**src/rtl/core/i2c_bit_level_master_macros.svh**
```systemverilog
// ---------------------------------------------------------------------------
// I2C bit-level master assertion macros
// Shared concurrent assertion forms, clocked on clk, disabled in reset.
// ---------------------------------------------------------------------------
`ifndef I2C_BIT_LEVEL_MASTER_MACROS_SVH
`define I2C_BIT_LEVEL_MASTER_MACROS_SVH

// same-cycle implication
`define I2CBL_ASSERT_NOW(label, ante, cons, msg) \
    label: assert property (@(posedge clk) disable iff (!rst_n) (ante) |-> (cons)) \
        else $error(msg);

// next-cycle implication
`define I2CBL_ASSERT_NEXT(label, ante, cons, msg) \
    label: assert property (@(posedge clk) disable iff (!rst_n) (ante) |=> (cons)) \
        else $error(msg);

`endif

```
**src/rtl/core/i2cbl_pkg.sv**
```systemverilog
// ---------------------------------------------------------------------------
// I2C bit-level master package
// Widths, operation and phase codes, and the word and state types.
// ---------------------------------------------------------------------------
package i2cbl_pkg;

    localparam int OP_W      = 3;
    localparam int BYTE_W    = 8;
    localparam int PHASE_W   = 2;
    localparam int BITCNT_W  = 4;
    localparam int BYTE_BITS = 8;

    localparam logic [BYTE_W-1:0] LIMIT_RESET = 8'd250;

    localparam logic [OP_W-1:0] OP_START = 3'd0;
    localparam logic [OP_W-1:0] OP_STOP  = 3'd1;
    localparam logic [OP_W-1:0] OP_SEND  = 3'd2;
    localparam logic [OP_W-1:0] OP_READ  = 3'd3;
    localparam logic [OP_W-1:0] OP_ACK   = 3'd4;
    localparam logic [OP_W-1:0] OP_NACK  = 3'd5;
    localparam logic [OP_W-1:0] OP_WAIT  = 3'd6;

    localparam logic [PHASE_W-1:0] PH_SETUP = 2'd0;
    localparam logic [PHASE_W-1:0] PH_HIGH  = 2'd1;
    localparam logic [PHASE_W-1:0] PH_LOW   = 2'd2;

    typedef struct packed {
        logic              accept;
        logic [OP_W-1:0]   operation;
        logic [BYTE_W-1:0] tx_byte;
        logic              sda_line;
    } tick_t;

    typedef struct packed {
        logic              scl_level;
        logic              sda_release;
        logic              busy_res;
        logic              done_res;
        logic [BYTE_W-1:0] rx_byte;
        logic              ack_received;
    } result_t;

    typedef struct packed {
        logic [OP_W-1:0]     op;
        logic [PHASE_W-1:0]  phase;
        logic [BITCNT_W-1:0] bit_count;
        logic [BYTE_W-1:0]   shift;
        logic [BYTE_W-1:0]   poll_count;
        logic                scl;
        logic                sda;
        logic                in_timeout_stop;
        logic                busy;
        logic                ack;
        logic [BYTE_W-1:0]   rx_hold;
    } state_t;

endpackage

```
**src/rtl/core/i2cbl_if.sv**
```systemverilog
// ---------------------------------------------------------------------------
// I2C bit-level master channels
// Valid/ready interfaces for the tick word and the result word.
// ---------------------------------------------------------------------------
interface i2cbl_tick_if;
    logic                         valid;
    logic                         ready;
    logic                         accept;
    logic [i2cbl_pkg::OP_W-1:0]   operation;
    logic [i2cbl_pkg::BYTE_W-1:0] tx_byte;
    logic                         sda_line;

    modport source (output valid, accept, operation, tx_byte, sda_line, input ready);
    modport sink   (input valid, accept, operation, tx_byte, sda_line, output ready);
endinterface

interface i2cbl_result_if;
    logic                         valid;
    logic                         ready;
    logic                         scl_level;
    logic                         sda_release;
    logic                         busy_res;
    logic                         done_res;
    logic [i2cbl_pkg::BYTE_W-1:0] rx_byte;
    logic                         ack_received;

    modport source (output valid, scl_level, sda_release, busy_res, done_res, rx_byte,
                    ack_received, input ready);
    modport sink   (input valid, scl_level, sda_release, busy_res, done_res, rx_byte,
                    ack_received, output ready);
endinterface

```
**src/rtl/core/i2cbl_step.sv**
```systemverilog
// ---------------------------------------------------------------------------
// I2C bit-level master tick step
// Next-state and line drive for one timing tick of the current primitive.
// ---------------------------------------------------------------------------
module i2cbl_step
(
    input  i2cbl_pkg::state_t           cur,
    input  i2cbl_pkg::tick_t            item,
    input  logic [i2cbl_pkg::BYTE_W-1:0] limit,
    output i2cbl_pkg::state_t           nxt,
    output i2cbl_pkg::result_t          res
);

    i2cbl_pkg::state_t st;
    logic              done;
    logic              release_after;
    logic              busy_out;

    always_comb
    begin
        st            = cur;
        done          = 1'b0;
        release_after = 1'b0;
        busy_out      = 1'b0;

        if (!st.busy && item.accept && item.operation <= i2cbl_pkg::OP_WAIT)
        begin
            st.busy            = 1'b1;
            st.op              = item.operation;
            st.phase           = i2cbl_pkg::PH_SETUP;
            st.bit_count       = '0;
            st.poll_count      = '0;
            st.in_timeout_stop = 1'b0;
            st.shift           = (item.operation == i2cbl_pkg::OP_SEND) ? item.tx_byte : '0;
        end

        if (st.busy)
        begin
            busy_out = 1'b1;
            unique case (st.op)
                i2cbl_pkg::OP_START:
                begin
                    if (st.phase == i2cbl_pkg::PH_SETUP)
                    begin
                        st.sda = 1'b1;
                        st.scl = 1'b1;
                    end
                    else if (st.phase == i2cbl_pkg::PH_HIGH)
                        st.sda = 1'b0;
                    else
                    begin
                        st.scl = 1'b0;
                        done   = 1'b1;
                    end
                    st.phase = st.phase + 2'd1;
                end
                i2cbl_pkg::OP_STOP:
                begin
                    if (st.phase == i2cbl_pkg::PH_SETUP)
                        st.sda = 1'b0;
                    else if (st.phase == i2cbl_pkg::PH_HIGH)
                        st.scl = 1'b1;
                    else
                    begin
                        st.sda = 1'b1;
                        done   = 1'b1;
                    end
                    st.phase = st.phase + 2'd1;
                end
                i2cbl_pkg::OP_SEND, i2cbl_pkg::OP_READ:
                begin
                    if (st.phase == i2cbl_pkg::PH_SETUP)
                    begin
                        if (st.op == i2cbl_pkg::OP_SEND)
                        begin
                            st.sda   = st.shift[i2cbl_pkg::BYTE_W-1];
                            st.shift = {st.shift[i2cbl_pkg::BYTE_W-2:0], 1'b0};
                        end
                        else
                        begin
                            st.sda = 1'b1;
                            st.scl = 1'b1;
                        end
                        st.phase = i2cbl_pkg::PH_HIGH;
                    end
                    else if (st.phase == i2cbl_pkg::PH_HIGH)
                    begin
                        if (st.op == i2cbl_pkg::OP_SEND)
                            st.scl = 1'b1;
                        else
                            st.shift = {st.shift[i2cbl_pkg::BYTE_W-2:0], item.sda_line};
                        st.phase = i2cbl_pkg::PH_LOW;
                    end
                    else
                    begin
                        st.scl       = 1'b0;
                        st.bit_count = st.bit_count + 4'd1;
                        st.phase     = i2cbl_pkg::PH_SETUP;
                        if (st.bit_count >= 4'(i2cbl_pkg::BYTE_BITS))
                        begin
                            done = 1'b1;
                            if (st.op == i2cbl_pkg::OP_READ)
                                st.rx_hold = st.shift;
                        end
                    end
                end
                i2cbl_pkg::OP_ACK, i2cbl_pkg::OP_NACK:
                begin
                    if (st.phase == i2cbl_pkg::PH_SETUP)
                        st.sda = (st.op == i2cbl_pkg::OP_NACK);
                    else if (st.phase == i2cbl_pkg::PH_HIGH)
                        st.scl = 1'b1;
                    else
                    begin
                        st.scl        = 1'b0;
                        done          = 1'b1;
                        release_after = (st.op == i2cbl_pkg::OP_ACK);
                    end
                    st.phase = st.phase + 2'd1;
                end
                i2cbl_pkg::OP_WAIT:
                begin
                    if (st.in_timeout_stop)
                    begin
                        if (st.phase == i2cbl_pkg::PH_SETUP)
                            st.sda = 1'b0;
                        else if (st.phase == i2cbl_pkg::PH_HIGH)
                            st.scl = 1'b1;
                        else
                        begin
                            st.sda = 1'b1;
                            st.ack = 1'b0;
                            done   = 1'b1;
                        end
                        st.phase = st.phase + 2'd1;
                    end
                    else if (st.phase == i2cbl_pkg::PH_SETUP)
                    begin
                        st.sda   = 1'b1;
                        st.phase = i2cbl_pkg::PH_HIGH;
                    end
                    else if (st.phase == i2cbl_pkg::PH_HIGH)
                    begin
                        st.scl   = 1'b1;
                        st.phase = i2cbl_pkg::PH_LOW;
                    end
                    else if (!item.sda_line)
                    begin
                        st.scl = 1'b0;
                        st.ack = 1'b1;
                        done   = 1'b1;
                    end
                    else if (st.poll_count >= limit)
                    begin
                        st.in_timeout_stop = 1'b1;
                        st.sda             = 1'b0;
                        st.phase           = i2cbl_pkg::PH_HIGH;
                    end
                    else
                        st.poll_count = st.poll_count + 8'd1;
                end
                default:
                begin
                    busy_out = 1'b1;
                end
            endcase
        end

        res.scl_level    = st.scl;
        res.sda_release  = st.sda;
        res.busy_res     = busy_out;
        res.done_res     = done;
        res.rx_byte      = st.rx_hold;
        res.ack_received = st.ack;

        if (done)
        begin
            st.busy            = 1'b0;
            st.phase           = i2cbl_pkg::PH_SETUP;
            st.bit_count       = '0;
            st.in_timeout_stop = 1'b0;
            if (release_after)
                st.sda = 1'b1;
        end

        nxt = st;
    end

endmodule

```
**src/rtl/core/i2c_bit_level_master.sv**
```systemverilog
// ---------------------------------------------------------------------------
// I2C bit-level master
// Tick-driven master that runs start, stop, byte and acknowledge primitives.
// ---------------------------------------------------------------------------
// Each word on tick is one bus timing tick: a command request (accept,
// operation, tx_byte) and the sampled data line. Every tick word yields
// exactly one word on result: clock and data drive after that tick, busy,
// done, the last read byte and the last wait-ack outcome.
// Throughput: one tick per cycle while result.ready stays high. A tick word is
// registered in the tick register, stepped, and registered again in the result
// register; the step is one pass of logic between the tick register and the
// result register.
// cfg_write_en loads the timeout limit (limit_reg) from cfg_write_data;
// write it only while no tick is in flight.
// Reset: bus lines released high, no primitive in progress, limit 250,
// read byte and acknowledge flag cleared.
// When the receiver stalls, the result register holds, the tick register
// fills, and tick.ready drops until the result word is taken.
// ---------------------------------------------------------------------------
`include "i2c_bit_level_master_macros.svh"

module i2c_bit_level_master
(
    input  logic                         clk,
    input  logic                         rst_n,
    i2cbl_tick_if.sink                   tick,
    i2cbl_result_if.source               result,
    input  logic                         cfg_write_en,
    input  logic [i2cbl_pkg::BYTE_W-1:0] cfg_write_data
);

    logic                         in_valid_reg;
    i2cbl_pkg::tick_t             in_data_reg;
    logic                         out_valid_reg;
    i2cbl_pkg::result_t           out_data_reg;
    i2cbl_pkg::state_t            state_reg;
    i2cbl_pkg::state_t            state_next;
    i2cbl_pkg::result_t           step_res;
    logic [i2cbl_pkg::BYTE_W-1:0] limit_reg;
    logic                         fire;

    assign fire       = in_valid_reg && (!out_valid_reg || result.ready);
    assign tick.ready = !in_valid_reg || fire;

    i2cbl_step u_step
    (
        .cur   (state_reg),
        .item  (in_data_reg),
        .limit (limit_reg),
        .nxt   (state_next),
        .res   (step_res)
    );

    always_ff @(posedge clk or negedge rst_n)
    begin
        if (!rst_n)
        begin
            in_valid_reg  <= 1'b0;
            out_valid_reg <= 1'b0;
            limit_reg     <= i2cbl_pkg::LIMIT_RESET;
            state_reg     <= '{op: i2cbl_pkg::OP_START, phase: i2cbl_pkg::PH_SETUP,
                               bit_count: '0, shift: '0, poll_count: '0, scl: 1'b1,
                               sda: 1'b1, in_timeout_stop: 1'b0, busy: 1'b0,
                               ack: 1'b0, rx_hold: '0};
        end
        else
        begin
            if (tick.ready)
                in_valid_reg <= tick.valid;
            if (fire)
            begin
                out_valid_reg <= 1'b1;
                state_reg     <= state_next;
            end
            else if (result.ready)
                out_valid_reg <= 1'b0;
            if (cfg_write_en)
                limit_reg <= cfg_write_data;
        end
    end

    always_ff @(posedge clk)
    begin
        if (tick.ready && tick.valid)
        begin
            in_data_reg.accept    <= tick.accept;
            in_data_reg.operation <= tick.operation;
            in_data_reg.tx_byte   <= tick.tx_byte;
            in_data_reg.sda_line  <= tick.sda_line;
        end
        if (fire)
            out_data_reg <= step_res;
    end

    assign result.valid        = out_valid_reg;
    assign result.scl_level    = out_data_reg.scl_level;
    assign result.sda_release  = out_data_reg.sda_release;
    assign result.busy_res     = out_data_reg.busy_res;
    assign result.done_res     = out_data_reg.done_res;
    assign result.rx_byte      = out_data_reg.rx_byte;
    assign result.ack_received = out_data_reg.ack_received;

    `I2CBL_ASSERT_NOW(a_idle_clean, !state_reg.busy,
        state_reg.phase == i2cbl_pkg::PH_SETUP && state_reg.bit_count == '0 &&
        !state_reg.in_timeout_stop, "idle state not cleared")
    `I2CBL_ASSERT_NEXT(a_done_frees, fire && step_res.done_res, !state_reg.busy,
        "primitive still busy after done")
    `I2CBL_ASSERT_NOW(a_timeout_wait, state_reg.in_timeout_stop,
        state_reg.busy && state_reg.op == i2cbl_pkg::OP_WAIT, "timeout stop outside wait-ack")
    `I2CBL_ASSERT_NOW(a_bitcnt_range, 1'b1,
        state_reg.bit_count < 4'(i2cbl_pkg::BYTE_BITS), "bit count past byte")
    `I2CBL_ASSERT_NOW(a_phase_range, 1'b1, state_reg.phase <= i2cbl_pkg::PH_LOW,
        "phase out of range")

endmodule

```
**src/flat_wrapper.sv**
```systemverilog
// flat-port wrapper written by rule: the top's interface ports become plain ports
module i2c_bit_level_master_flat 
  (clk, rst_n, cfg_write_en, cfg_write_data, tick_valid, tick_accept, tick_operation, tick_tx_byte, tick_sda_line, tick_ready, result_valid, result_scl_level, result_sda_release, result_busy_res, result_done_res, result_rx_byte, result_ack_received, result_ready);
  i2cbl_tick_if tick_i ();
  i2cbl_result_if result_i ();
  input  logic clk;
  input  logic rst_n;
  input  logic cfg_write_en;
  input  logic [i2cbl_pkg::BYTE_W-1:0] cfg_write_data;
  input wire logic [$bits(tick_i.valid)-1:0] tick_valid;
  input wire logic [$bits(tick_i.accept)-1:0] tick_accept;
  input wire logic [$bits(tick_i.operation)-1:0] tick_operation;
  input wire logic [$bits(tick_i.tx_byte)-1:0] tick_tx_byte;
  input wire logic [$bits(tick_i.sda_line)-1:0] tick_sda_line;
  output wire logic [$bits(tick_i.ready)-1:0] tick_ready;
  output wire logic [$bits(result_i.valid)-1:0] result_valid;
  output wire logic [$bits(result_i.scl_level)-1:0] result_scl_level;
  output wire logic [$bits(result_i.sda_release)-1:0] result_sda_release;
  output wire logic [$bits(result_i.busy_res)-1:0] result_busy_res;
  output wire logic [$bits(result_i.done_res)-1:0] result_done_res;
  output wire logic [$bits(result_i.rx_byte)-1:0] result_rx_byte;
  output wire logic [$bits(result_i.ack_received)-1:0] result_ack_received;
  input wire logic [$bits(result_i.ready)-1:0] result_ready;
  assign tick_i.valid = tick_valid;
  assign tick_i.accept = tick_accept;
  assign tick_i.operation = tick_operation;
  assign tick_i.tx_byte = tick_tx_byte;
  assign tick_i.sda_line = tick_sda_line;
  assign tick_ready = tick_i.ready;
  assign result_valid = result_i.valid;
  assign result_scl_level = result_i.scl_level;
  assign result_sda_release = result_i.sda_release;
  assign result_busy_res = result_i.busy_res;
  assign result_done_res = result_i.done_res;
  assign result_rx_byte = result_i.rx_byte;
  assign result_ack_received = result_i.ack_received;
  assign result_i.ready = result_ready;
  i2c_bit_level_master u_core (.clk(clk), .rst_n(rst_n), .tick(tick_i), .result(result_i), .cfg_write_en(cfg_write_en), .cfg_write_data(cfg_write_data));
endmodule
```
**config.mk**
```make
export PLATFORM = sky130hd
export DESIGN_NAME = i2c_bit_level_master_flat
export DESIGN_NICKNAME = d
export VERILOG_FILES = /design/src/rtl/core/i2cbl_pkg.sv /design/src/rtl/core/i2cbl_if.sv /design/src/rtl/core/i2cbl_step.sv /design/src/rtl/core/i2c_bit_level_master.sv /design/src/flat_wrapper.sv
export VERILOG_INCLUDE_DIRS = /design/src /design/src/rtl/core
export SDC_FILE = /design/constraint.sdc
export NUM_CORES = 1
export LEC_CHECK = 0
export ABC_CLOCK_PERIOD_IN_PS = 2950
export BUFFER_PORTS_ARGS = -buffer_cell sky130_fd_sc_hd__buf_2
export CAP_MARGIN = 20
export CORE_MARGIN = 8
export CORE_UTILIZATION = 53
export DETAILED_ROUTE_END_ITERATION = 10
export PLACE_DENSITY = 0.86
export SYNTH_ARGS = -nofsm -noshare
export SYNTH_HDL_FRONTEND = slang
export SYNTH_SLANG_ARGS = --single-unit
```
**constraint.sdc**
```tcl
create_clock -name clk -period 2.95 [get_ports clk]
set_input_delay 0.295 -clock clk [delete_from_list [all_inputs] [get_ports clk]]
set_output_delay 0.295 -clock clk [all_outputs]
set_load 0.01 [all_outputs]
```
==> impl_metrics.json <==
{
  "run_status": "finished, final reports clean",
  "yosysTopAreaCell": "dfrtp_1",
  "synth_edf_count": 26,
  "min_period_over_period": 0.949,
  "crit_end": "u_core.state_reg[33]",
  "crit_arrival_ns": 3.03,
  "maxSlewHeadroom": 0.517,
  "maxCapViolCount": 0,
  "fin_ws_ns": 0.151,
  "clk_pin_slew_ns": 0.08,
  "largest_reg_flops": 38,
  "min_period_ns": 2.80,
  "syn_avg_cell_area_um2": 10.1,
  "ios": 41,
  "power_density_nw_per_um2": 819,
  "areaGrowthSynthToFinish_pct": 17.8,
  "cts_tree": "done",
  "worst_pin_slew_ns": 0.717,
  "layout.cells.non_filler": 568,
  "fmax_ghz": 0.357,
  "finalSetupViolations": 0,
  "drt_wl_total_um": 9440,
  "grt_pass1_wl_um": 15000,
  "end_kind": "flop",
  "first_pass_iters": 5,
  "cp_top_family": "compound AO/OA/AOI/OAI gates",
  "wl_per_cell_um": 16.6,
  "rsz0062_at_grt": "no",
  "rows": 32,
  "detail-route-antenna-nets": 0,
  "grt_usage": 0.184,
  "grt_pass1_vias": 3172,
  "postCtsSetupBuffers": 0,
  "numCtsBuffers": 9,
  "grt_overflow_total": 0,
  "hold_class": "input port to flop",
  "p_total_w": 0.00391,
  "crit_chain": "nor2b_2, nand2_4, and2_1, ha_1, and4_1, a221o_1, o21bai_2, o311a_1, a2111oi_2, o31ai_1",
  "r2r_start": "u_core.state_reg[9]",
  "vias": 3286,
  "place_ws_ns": -0.0700,
  "yosys.cell_count.top_type": "nand2_1",
  "via_per_inst": 5.79,
  "clock-sinks": 74,
  "synth.distinct_cells": 64,
  "required_ns": 3.18,
  "netlist_instances": 401,
  "synth_commonest_cells": "nand2_1 (68), dfrtp_1 (40), edfxtp_1 (26)",
  "die_y_um": 103,
  "initial_utilization": 0.536,
  "power_leakage_nw": 2.06,
  "cp_max_fo": 8,
  "drive_gt1_frac": 0.283,
  "port_buffers": 40,
  "design.die.area_um2": 10700,
  "grt_max_degree": 25,
  "routabilityCongestion": 0.959,
  "fin_area_um2": 4770,
  "n_antenna_cell": 0,
  "r2r_end": "u_core.state_reg[33]",
  "cts_max_level": 3,
  "grt_antenna_before_repair": 0,
  "synth_seq_area_share": 0.492,
  "syn-num-nets": 439,
  "skew_ns": 0.00825,
  "synth_area_um2": 4050,
  "hold_viol": 0,
  "slew_viol_final": 0,
  "crit_type": "flop to flop",
  "slowest_delay_ns": 0.39,
  "post_dp_cell_area_um2": 4510,
  "critPathLaunch": "u_core.state_reg[9]",
  "cts-root-buf": "clkbuf_8",
  "synthArstFlopShare": 0.649,
  "ys.flop_type": "dfrtp_1",
  "nets": 499,
  "die_w_um": 103,
  "clock_latency_ns": 0.36,
  "drc_errors": 0,
  "ir_worst_vdd_uv": 473,
  "reg2reg_depth": 10,
  "fillers": 599,
  "worstSetupPathDepth": 10,
  "ys_warn_count": 0,
  "placed_cells": 551,
  "yosys.area.top_type_share": 0.247,
  "drtIter0Drc": 347,
  "coreArea_um2": 7570,
  "ys_top_cells_by_area": "dfrtp_1 (25%), edfxtp_1 (19%), nand2_1 (6.3%)",
  "critical_path_buf_inv_count": 0,
  "ys_ff_latch": 74,
  "start_kind": "flop",
  "cts_buffer_depth": 2,
  "reg2reg_setup_slack_ns": 0.15,
  "cpMaxStageDelayCell": "dfrtp_1",
  "hpwlAfterDp_um": 6830
}
-- routing by layer --
layer  up-vias  part of all wire  track usage
met1      1559              0.43        0.231
met3        27             0.067       0.0408
met2       136              0.48        0.296
met5         -                 0            0
met4         0             0.025       0.0857
li1       1564                 -            -
-- worst min-delay path by stage --
| stage | from | end | cells after the start |
|---|---|---|---|
| final | tick_tx_byte[1] | u_core.in_data_reg[2] | 1 |
| after global routing | tick_tx_byte[1] | u_core.in_data_reg[2] | 1 |
| after CTS | tick_tx_byte[1] | u_core.in_data_reg[2] | 1 |
| after detailed placement | rst_n | u_core.limit_reg[2] | 1 |
| after global placement | rst_n | u_core.state_reg[34] | 1 |
| after floorplan | rst_n | u_core.in_valid_reg | 0 |
-- cells in the final DEF (no fill, tap or decap), types with 10 or more instances in the layout --
cell,n
o21ai_0,21
dfrtp_1,40
buf_4,29
nand2_1,67
a21oi_1,17
ha_1,12
mux2i_1,10
inv_1,15
buf_2,40
and2_1,10
nor2_1,20
nand3_1,15
mux2_2,22
edfxtp_1,26
-- cell type report --
| cell class | count | area [um2] | share of cell area |
|---|---|---|---|
| flip-flops and latches | 74 | 1990 | 0.417 |
| multi-input cells | 291 | 1950 | 0.409 |
| repair buffers | 70 | 428 | 0.0896 |
| clock buffers | 10 | 128 | 0.0267 |
| well taps | 102 | 128 | 0.0267 |
| clock inverters | 6 | 90.1 | 0.0189 |
| inverters | 15 | 56.3 | 0.0118 |
-- worst register-to-register path: cells and delay by family (launching register included) --
family | cells | cell delay [ns]
and+or+nand+nor | 4 | 0.71
adders and majority gates | 1 | 0.30
AOI/OAI and AO/OA | 5 | 1.28
DFF | 1 | 0.39
-- what timing repair did --
item,4_1_cts,5_1_grt
setup endpoints to repair,3,6
hold endpoints to repair,14,0
resized for setup,3,6
hold buffers,1,0
pin swaps,0,1
-- power by group --
group	internal (W)	switching [W]	total [W]
Sequential	0.00127	0.000136	0.00140
Clock	0.000479	0.000392	0.000872
Combinational	0.000656	0.000980	0.00164
-- through the flow --
stage	utilization	hold WS, ns	TNS (ns)
after floorplan	-	-0.000591	-0.0298
after global placement	0.595	0.319	0
after detailed placement	0.595	0.318	-0.0753
after CTS	0.626	0.101	0
after global routing	0.631	0.0918	0
final	0.631	0.112	0
-- kinds of logic after synthesis --
family	Yosys count	synth area share
mux	32	0.0858
compound gates	79	0.133
flops	74	0.492
simple gates	157	0.192
fa+ha+maj	13	0.0395
buf+inv	36	0.0367
xor+xnor	10	0.0216
Note: power is estimated with default switching activity, not from simulation.
